==> src/rtl/spi_msb_pkg.sv <==
package spi_msb_pkg;

   // Item codes carried in the mode field of an input item.
   typedef enum logic [1:0] {
      MODE_TICK       = 2'd0,
      MODE_WRITE_DATA = 2'd1,
      MODE_READ_DATA  = 2'd2,
      MODE_READ_STAT  = 2'd3
   } mode_type;

   localparam int CSR_ADDR_W = 4;
   localparam int CSR_DATA_W = 32;
   localparam int DIV_CFG_W  = 7;
   localparam int BYTE_W     = 8;

   // Register indexes, taken from paddr[3:2].
   typedef enum logic [1:0] {
      REG_CLOCK_DIVIDER = 2'd0,
      REG_IDLE_LEVEL    = 2'd1,
      REG_ENGINE_ENABLE = 2'd2,
      REG_UNUSED        = 2'd3
   } reg_index_type;

   typedef struct packed {
      mode_type          mode;
      logic [BYTE_W-1:0] write_byte;
      logic              miso_bit;
   } req_payload_type;

   typedef struct packed {
      logic              serial_clock;
      logic              mosi_bit;
      logic [BYTE_W-1:0] read_byte;
      logic              busy_flag;
      logic              receive_full;
   } rsp_payload_type;

   // Settings and control from the register block to the shift engine.
   typedef struct packed {
      logic [DIV_CFG_W-1:0] clock_divider;
      logic                 idle_data_level;
      logic                 engine_enable;
      logic                 abort;
   } csr_ctl_type;

endpackage

==> src/rtl/spi_msb_csr.sv <==
module spi_msb_csr
   import spi_msb_pkg::*;
(
   input  logic                  clock,
   input  logic                  reset,
   input  logic                  csr_psel,
   input  logic                  csr_penable,
   input  logic                  csr_pwrite,
   input  logic [CSR_ADDR_W-1:0] csr_paddr,
   input  logic [CSR_DATA_W-1:0] csr_pwdata,
   output logic [CSR_DATA_W-1:0] csr_prdata,
   output logic                  csr_pready,
   output csr_ctl_type           ctl
);

   logic [DIV_CFG_W-1:0] divider_ff, divider_in;
   logic                 idle_ff, idle_in;
   logic                 enable_ff, enable_in;
   logic                 abort_ff, abort_in;
   logic                 wr_en;
   reg_index_type        index;

   assign csr_pready = 1'b1;
   assign wr_en      = csr_psel && csr_penable && csr_pwrite;
   assign index      = reg_index_type'(csr_paddr[3:2]);

   always_comb begin
      divider_in = divider_ff;
      idle_in    = idle_ff;
      enable_in  = enable_ff;
      abort_in   = 1'b0;
      if (wr_en) begin
         case (index)
            REG_CLOCK_DIVIDER: divider_in = csr_pwdata[DIV_CFG_W-1:0];
            REG_IDLE_LEVEL:    idle_in    = csr_pwdata[0];
            REG_ENGINE_ENABLE: begin
               enable_in = csr_pwdata[0];
               abort_in  = !csr_pwdata[0];
            end
            default: ;
         endcase
      end
   end

   always_ff @(posedge clock) begin
      if (reset) begin
         divider_ff <= '0;
         idle_ff    <= 1'b0;
         enable_ff  <= 1'b0;
         abort_ff   <= 1'b0;
      end else begin
         divider_ff <= divider_in;
         idle_ff    <= idle_in;
         enable_ff  <= enable_in;
         abort_ff   <= abort_in;
      end
   end

   always_comb begin
      case (index)
         REG_CLOCK_DIVIDER: csr_prdata = CSR_DATA_W'(divider_ff);
         REG_IDLE_LEVEL:    csr_prdata = CSR_DATA_W'(idle_ff);
         REG_ENGINE_ENABLE: csr_prdata = CSR_DATA_W'(enable_ff);
         default:           csr_prdata = '0;
      endcase
   end

   assign ctl.clock_divider   = divider_ff;
   assign ctl.idle_data_level = idle_ff;
   assign ctl.engine_enable   = enable_ff;
   assign ctl.abort           = abort_ff;

endmodule

==> src/rtl/spi_msb_core.sv <==
module spi_msb_core
   import spi_msb_pkg::*;
#(
   parameter int DATA_BITS    = 8,
   parameter int DIVIDER_BITS = 7
)(
   input  logic            clock,
   input  logic            reset,
   input  csr_ctl_type     ctl,
   input  logic            item_en,
   input  req_payload_type item,
   output rsp_payload_type result
);

   localparam int BitW = $clog2(DATA_BITS + 1);

   logic [DIVIDER_BITS-1:0] div_ff, div_in;
   logic [BitW-1:0]         bit_ff, bit_in;
   logic [DATA_BITS-1:0]    shift_ff, shift_in;
   logic [DATA_BITS-1:0]    rx_ff, rx_in;
   logic                    busy_ff, busy_in;
   logic                    full_ff, full_in;
   logic                    phase_ff, phase_in;
   logic                    latch_ff, latch_in;
   logic [31:0]             div_wide;
   logic [DIVIDER_BITS-1:0] div_limit;
   logic [BYTE_W-1:0]       rd_byte;

   assign div_wide  = 32'(ctl.clock_divider);
   assign div_limit = div_wide[DIVIDER_BITS-1:0];

   always_comb begin
      div_in   = div_ff;
      bit_in   = bit_ff;
      shift_in = shift_ff;
      rx_in    = rx_ff;
      busy_in  = busy_ff;
      full_in  = full_ff;
      phase_in = phase_ff;
      latch_in = latch_ff;
      rd_byte  = '0;
      // An abort leaves the engine idle; an item taken in the same cycle still acts,
      // with the engine already disabled.
      if (ctl.abort) begin
         busy_in  = 1'b0;
         phase_in = 1'b0;
         div_in   = '0;
         bit_in   = '0;
         latch_in = 1'b0;
      end
      if (item_en) begin
         case (item.mode)
            MODE_TICK: begin
               if (busy_ff && ctl.engine_enable) begin
                  if (div_ff < div_limit) begin
                     div_in = div_ff + 1'b1;
                  end else begin
                     div_in = '0;
                     if (!phase_ff) begin
                        // Rising edge: sample MISO.
                        phase_in = 1'b1;
                        latch_in = item.miso_bit;
                     end else begin
                        // Falling edge: shift the sampled bit in.
                        phase_in = 1'b0;
                        shift_in = {shift_ff[DATA_BITS-2:0], latch_ff};
                        bit_in   = bit_ff + 1'b1;
                        if (bit_in >= BitW'(DATA_BITS)) begin
                           rx_in    = shift_in;
                           full_in  = 1'b1;
                           busy_in  = 1'b0;
                           div_in   = '0;
                           bit_in   = '0;
                           latch_in = 1'b0;
                        end
                     end
                  end
               end
            end
            MODE_WRITE_DATA: begin
               if (ctl.engine_enable && !busy_ff) begin
                  shift_in = DATA_BITS'(item.write_byte);
                  busy_in  = 1'b1;
                  bit_in   = '0;
                  div_in   = '0;
                  phase_in = 1'b0;
                  latch_in = 1'b0;
               end
            end
            MODE_READ_DATA: begin
               rd_byte = rx_ff[BYTE_W-1:0];
               full_in = 1'b0;
            end
            default: ;
         endcase
      end
   end

   always_ff @(posedge clock) begin
      if (reset) begin
         div_ff   <= '0;
         bit_ff   <= '0;
         shift_ff <= '0;
         rx_ff    <= '0;
         busy_ff  <= 1'b0;
         full_ff  <= 1'b0;
         phase_ff <= 1'b0;
         latch_ff <= 1'b0;
      end else begin
         div_ff   <= div_in;
         bit_ff   <= bit_in;
         shift_ff <= shift_in;
         rx_ff    <= rx_in;
         busy_ff  <= busy_in;
         full_ff  <= full_in;
         phase_ff <= phase_in;
         latch_ff <= latch_in;
      end
   end

   // The result reflects the state after this item.
   assign result.serial_clock = phase_in;
   assign result.mosi_bit     = busy_in ? shift_in[DATA_BITS-1] : ctl.idle_data_level;
   assign result.read_byte    = rd_byte;
   assign result.busy_flag    = busy_in;
   assign result.receive_full = full_in;

endmodule

==> src/rtl/spi_msb_outq.sv <==
module spi_msb_outq
   import spi_msb_pkg::*;
(
   input  logic            clock,
   input  logic            reset,
   input  logic            push,
   input  rsp_payload_type push_data,
   output logic            full,
   output logic            rsp_valid,
   input  logic            rsp_stall,
   output rsp_payload_type rsp_data
);

   rsp_payload_type head_ff, head_in;
   rsp_payload_type skid_ff, skid_in;
   logic            head_vld_ff, head_vld_in;
   logic            skid_vld_ff, skid_vld_in;
   logic            pop;

   assign pop = head_vld_ff && !rsp_stall;

   always_comb begin
      head_in     = head_ff;
      skid_in     = skid_ff;
      head_vld_in = head_vld_ff;
      skid_vld_in = skid_vld_ff;
      if (pop) begin
         if (skid_vld_ff) begin
            head_in = skid_ff;
         end else begin
            head_vld_in = 1'b0;
         end
         skid_vld_in = 1'b0;
      end
      if (push) begin
         if (!head_vld_in) begin
            head_in     = push_data;
            head_vld_in = 1'b1;
         end else begin
            skid_in     = push_data;
            skid_vld_in = 1'b1;
         end
      end
   end

   always_ff @(posedge clock) begin
      if (reset) begin
         head_vld_ff <= 1'b0;
         skid_vld_ff <= 1'b0;
      end else begin
         head_vld_ff <= head_vld_in;
         skid_vld_ff <= skid_vld_in;
      end
      head_ff <= head_in;
      skid_ff <= skid_in;
   end

   assign full      = skid_vld_ff;
   assign rsp_valid = head_vld_ff;
   assign rsp_data  = head_ff;

endmodule

==> src/rtl/spi_master_byte_shifter_unit.sv <==
// Channel    | Handshake                     | Payload
// req_       | req_valid / req_stall         | req_data   (mode, write_byte, miso_bit)
// rsp_       | rsp_valid / rsp_stall         | rsp_data   (serial_clock, mosi_bit, read_byte,
//            |                               |             busy_flag, receive_full)
// csr_       | psel / penable / pwrite       | paddr, pwdata, prdata; pready tied high
//
// One item is taken per clock cycle while req_stall is low; its state update and result
// are formed in the cycle of acceptance. Results pass through a two-entry output buffer
// before rsp_ and show once those ahead are taken. req_stall is high from the cycle after
// a result entered the second entry until the waiting head transfer is taken, so each
// stalled rsp_ cycle while results stream costs one stalled cycle on req_.
// Reset is synchronous and clears the shift engine, the CSRs and the buffer's valid flags.
module spi_master_byte_shifter_unit
   import spi_msb_pkg::*;
#(
   parameter int DATA_BITS    = 8,
   parameter int DIVIDER_BITS = 7
)(
   input  logic                  clock,
   input  logic                  reset,
   input  logic                  req_valid,
   output logic                  req_stall,
   input  req_payload_type       req_data,
   output logic                  rsp_valid,
   input  logic                  rsp_stall,
   output rsp_payload_type       rsp_data,
   input  logic                  csr_psel,
   input  logic                  csr_penable,
   input  logic                  csr_pwrite,
   input  logic [CSR_ADDR_W-1:0] csr_paddr,
   input  logic [CSR_DATA_W-1:0] csr_pwdata,
   output logic [CSR_DATA_W-1:0] csr_prdata,
   output logic                  csr_pready
);

   csr_ctl_type     ctl;
   rsp_payload_type result;
   logic            accept;
   logic            q_full;

   assign req_stall = q_full;
   assign accept    = req_valid && !q_full;

   spi_msb_csr u_csr (
      .clock       (clock),
      .reset       (reset),
      .csr_psel    (csr_psel),
      .csr_penable (csr_penable),
      .csr_pwrite  (csr_pwrite),
      .csr_paddr   (csr_paddr),
      .csr_pwdata  (csr_pwdata),
      .csr_prdata  (csr_prdata),
      .csr_pready  (csr_pready),
      .ctl         (ctl)
   );

   spi_msb_core #(
      .DATA_BITS    (DATA_BITS),
      .DIVIDER_BITS (DIVIDER_BITS)
   ) u_core (
      .clock   (clock),
      .reset   (reset),
      .ctl     (ctl),
      .item_en (accept),
      .item    (req_data),
      .result  (result)
   );

   spi_msb_outq u_outq (
      .clock     (clock),
      .reset     (reset),
      .push      (accept),
      .push_data (result),
      .full      (q_full),
      .rsp_valid (rsp_valid),
      .rsp_stall (rsp_stall),
      .rsp_data  (rsp_data)
   );

endmodule

==> config.mk <==
export PLATFORM = sky130hd
export DESIGN_NAME = spi_master_byte_shifter_unit
export DESIGN_NICKNAME = d
export VERILOG_FILES = /design/src/rtl/spi_msb_pkg.sv /design/src/rtl/spi_msb_csr.sv /design/src/rtl/spi_msb_core.sv /design/src/rtl/spi_msb_outq.sv /design/src/rtl/spi_master_byte_shifter_unit.sv
export SDC_FILE = /design/constraint.sdc
export NUM_CORES = 1
export LEC_CHECK = 0
export BUFFER_PORTS_ARGS = -buffer_cell sky130_fd_sc_hd__clkbuf_2
export CAP_MARGIN = 20
export CORE_MARGIN = 2
export CORE_UTILIZATION = 52
export CTS_BUF_LIST = sky130_fd_sc_hd__clkbuf_8
export CTS_CLUSTER_DIAMETER = 150
export DETAILED_ROUTE_END_ITERATION = 10
export PLACE_DENSITY = 0.8
export SKIP_CTS_REPAIR_TIMING = 1
export SLEW_MARGIN = 15
export SYNTH_ARGS = -nofsm -noshare
export SYNTH_HDL_FRONTEND = slang
export SYNTH_SLANG_ARGS = --single-unit
export TNS_END_PERCENT = 20
==> constraint.sdc <==
create_clock -name clock -period 6.6 [get_ports clock]
set_input_delay 0.66 -clock clock [delete_from_list [all_inputs] [get_ports clock]]
set_output_delay 0.66 -clock clock [all_outputs]
set_load 0.03 [all_outputs]
==> run summary <==
The number of buffers created by CTS came out at 9. The maximum root-to-sink buffer count is 2. The final weighted congestion of routability-driven global placement is 0.848. The signal arrival time at the worst endpoint is 3030 ps. The Yosys step of the flow raised 0 warnings. The hold violation total from the final report came to 0. The summed negative setup slack over all endpoints is 0 ps. In this run, distinct cell masters in the synthesized netlist total 51.

The worst setup path is captured at a flop. sky130_fd_sc_hd__dfxtp_1 takes more of the synthesized area than any other cell. Setup repair after global routing left no endpoint under its margin. The total grt overflow came out at 0. The clock transition time at the flip-flop clock pins of the worst setup and hold paths came out at 70 ps. The number of placement rows came out at 29. The number of antenna diodes is 0. Summed over all layers, the routed wires come to 6650 um. The post-route clock skew is 8.92 ps.

The completed layout was analyzed and its total power is 0.830 mW. The area fraction of the dominant cell type after synthesis came out at 33.2%. By area the synthesized netlist is led by sky130_fd_sc_hd__dfxtp_1 33%, sky130_fd_sc_hd__edfxtp_1 11%, sky130_fd_sc_hd__mux2i_1 9.0%. Counting the fill cells in the layout gives 536. The most used flip-flop cell after synthesis is sky130_fd_sc_hd__dfxtp_1. The required arrival time at the worst endpoint came out at 6820 ps. For this design the ratio of total power to cell area is 228 nW/um^2. The hold slack is 494 ps.

The run finished with clean final reports. The clock period minus worst slack came out at 2810 ps. The effective utilization at floorplan came out at 52.9%.

The area of the mapped netlist is 3320 um^2. The root buffer cell is sky130_fd_sc_hd__clkbuf_8. The die is 83.9 um wide. The H-tree depth came out at 3. The post-synthesis register bit count is 67. Across the run, the number of max-cap violations was 0.

The number of setup violations in the final report came out at 0. The clock tree from TritonCTS is built. The number of design-rule violations left by the first detailed-router iteration is 155.

For this block, the via count after detailed routing is 2629. For this run, the post-layout net count is 466. The die area is 7040 um^2. The I/O pin count came out at 101. The multi-input combinational cell area came out at 1630 um^2. The maximum VDD drop is 0.169 mV. The kind of path behind the tightest hold check is flop to flop. The number of standard cells in the layout, taps in and fillers out is 486. The global-route usage over all layers is 19.7%. The detailed-route vias per instance came out at 5.41. After synthesis, the share of flip-flops with an asynchronous set or reset is 0%. The area added between synthesis and finish is 9.80%. The slew of the pin with the lowest slew margin came out at 1050 ps. Along the worst path, the maximum fanout reaches 11. The share of final-layout standard cells stronger than drive strength 1 came out at 17.8%. The number of antenna violations at the first check in global routing came out at 0. The worst pin sits at a relative slew slack of 29.7%. The final HPWL from detailed placement came out at 4810 um. After synthesis, the most frequently instantiated cells are 55 x sky130_fd_sc_hd__dfxtp_1, 45 x sky130_fd_sc_hd__nor2_1, 30 x sky130_fd_sc_hd__mux2i_1.

The total DRC errors in the routed layout came out at 0. The number of placed instances, taps included is 470. The area occupied by registers came out at 1460 um^2. Clock tree synthesis found a total of 67 sinks. The average cell area after synthesis is 9.15 um^2. The count of final max-slew check failures came to 0. The first detailed-routing pass ran for 5 iterations. The die is 83.9 um tall. The region available for standard cell placement spans 6280 um^2. The period utilization is 42.6%. The static power due to leakage came out at 1.51 nW. The most common cell in the synthesized netlist is sky130_fd_sc_hd__dfxtp_1. The sequential cell area fraction in the yosys report came out at 44.0%.

Buffers placed on the I/O ports in this run total 47. The count of flip-flops with a built-in enable after synthesis is 12. The peak clock frequency supported by timing came out at 356 MHz. The number of global-route vias before repair is 2436.

The first global-routing pass estimated 11200 um of wire. The worst setup path is launched from a flop. The gate count of the mapped netlist came out at 363. The clock reaches the later pin of the worst-skew pair after 350 ps.

The number of antenna-violating nets in the routed design came out at 0. In the final routed layout, each cell accounts on average for 13.7 um. The setup path with the least slack is of type flop to flop.

Entering global routing, the biggest net connects 44 pins.
-- state kept, by name (all words and copies together) (netlist names) --
name,cells
u_core.div_ff,7
u_csr.enable_ff,1
u_core.bit_ff,4
u_core.latch_ff,1
u_core.rx_ff,8
u_outq.skid_ff,12
u_core.phase_ff,1
u_csr.abort_ff,1
u_outq.rsp_data,12
u_core.shift_ff,8
u_core.busy_ff,1
u_outq.rsp_valid,1
u_core.full_ff,1
u_csr.idle_ff,1
u_csr.divider_ff,7
u_outq.full,1
-- worst max-delay path, cell delays in order (launching register included) --
cell and delay, ps:
sky130_fd_sc_hd__dfxtp_1 340, sky130_fd_sc_hd__inv_1 70, sky130_fd_sc_hd__ha_1 310, sky130_fd_sc_hd__and2_0 200, sky130_fd_sc_hd__a221o_1 330, sky130_fd_sc_hd__a41oi_1 570
sky130_fd_sc_hd__nor3_2 330, sky130_fd_sc_hd__nor4_1 410, sky130_fd_sc_hd__o22ai_1 140
-- path summary, 6_finish.rpt --
kind,startpoint,endpoint,slack [ps],cells after the start
worst max-delay path,u_csr.divider_ff[6],u_outq.rsp_data[10],3790,8
worst min-delay path,u_core.rx_ff[7],u_core.rx_ff[7],490,2
worst max register to register,u_csr.divider_ff[6],u_outq.rsp_data[10],3790,8
worst min register to register,u_core.rx_ff[7],u_core.rx_ff[7],490,2
-- area by class of cell --
cell class | count | share of cell area, %
clock buffer | 9 | 3.40
clock inverter | 7 | 1.41
inverter | 12 | 1.24
multi-input combinational | 266 | 44.6
sequential | 67 | 40.1
tap | 77 | 2.64
timing repair buffer | 48 | 6.66
-- layout by cell type, fill, tap and decap left out, types with 10 or more instances in the layout --
| master | count |
|---|---|
| sky130_fd_sc_hd__clkbuf_2 | 47 |
| sky130_fd_sc_hd__a21oi_1 | 28 |
| sky130_fd_sc_hd__mux2i_1 | 30 |
| sky130_fd_sc_hd__and3_1 | 10 |
| sky130_fd_sc_hd__nor2_1 | 45 |
| sky130_fd_sc_hd__dfxtp_1 | 55 |
| sky130_fd_sc_hd__conb_1 | 26 |
| sky130_fd_sc_hd__nand2_1 | 21 |
| sky130_fd_sc_hd__edfxtp_1 | 12 |
| sky130_fd_sc_hd__inv_1 | 12 |
| sky130_fd_sc_hd__nand3_1 | 10 |
-- cells by family (layout without fill, tap and decap cells) --
| group | after synthesis | after routing | synth area share (%) |
|---|---|---|---|
| muxes | 31 | 31 | 9.38 |
| adders and majority gates | 8 | 8 | 3.01 |
| xor gates and xnor gates | 3 | 3 | 0.791 |
| other | 2 | 26 | 0.226 |
| buffers and inverters | 54 | 76 | 9.76 |
| DFF | 67 | 67 | 44.0 |
| and+or+nand+nor | 125 | 125 | 18.6 |
| AOI/OAI and AO/OA | 73 | 73 | 14.2 |
-- per-layer routing --
layer | up-vias | track usage, % | wire length, um
li1 | 1322 | - | -
met1 | 1215 | 26.5 | 3180
met2 | 77 | 30.4 | 3000
met3 | 15 | 4.55 | 338
met4 | 0 | 8.21 | 130
met5 | - | 0 | 0
-- metrics by stage --
stage               setup WS (ps)  util (%)  instance area, um^2
CTS                          3780      58.1                 3650
detailed placement           3540      55.3                 3470
global route                 3590      58.1                 3650
finish                       3790      58.1                 3650
floorplan                    4340         -                 3410
global placement             3550      55.3                 3470
-- where the power goes --
part | total [mW] | internal [mW] | switching [mW] | leakage (nW)
combinational | 0.0934 | 0.0233 | 0.0701 | 0.877
sequential | 0.432 | 0.426 | 0.00614 | 0.544
clock | 0.305 | 0.138 | 0.167 | 0.0860
Note: power is estimated with default switching activity, not from simulation.
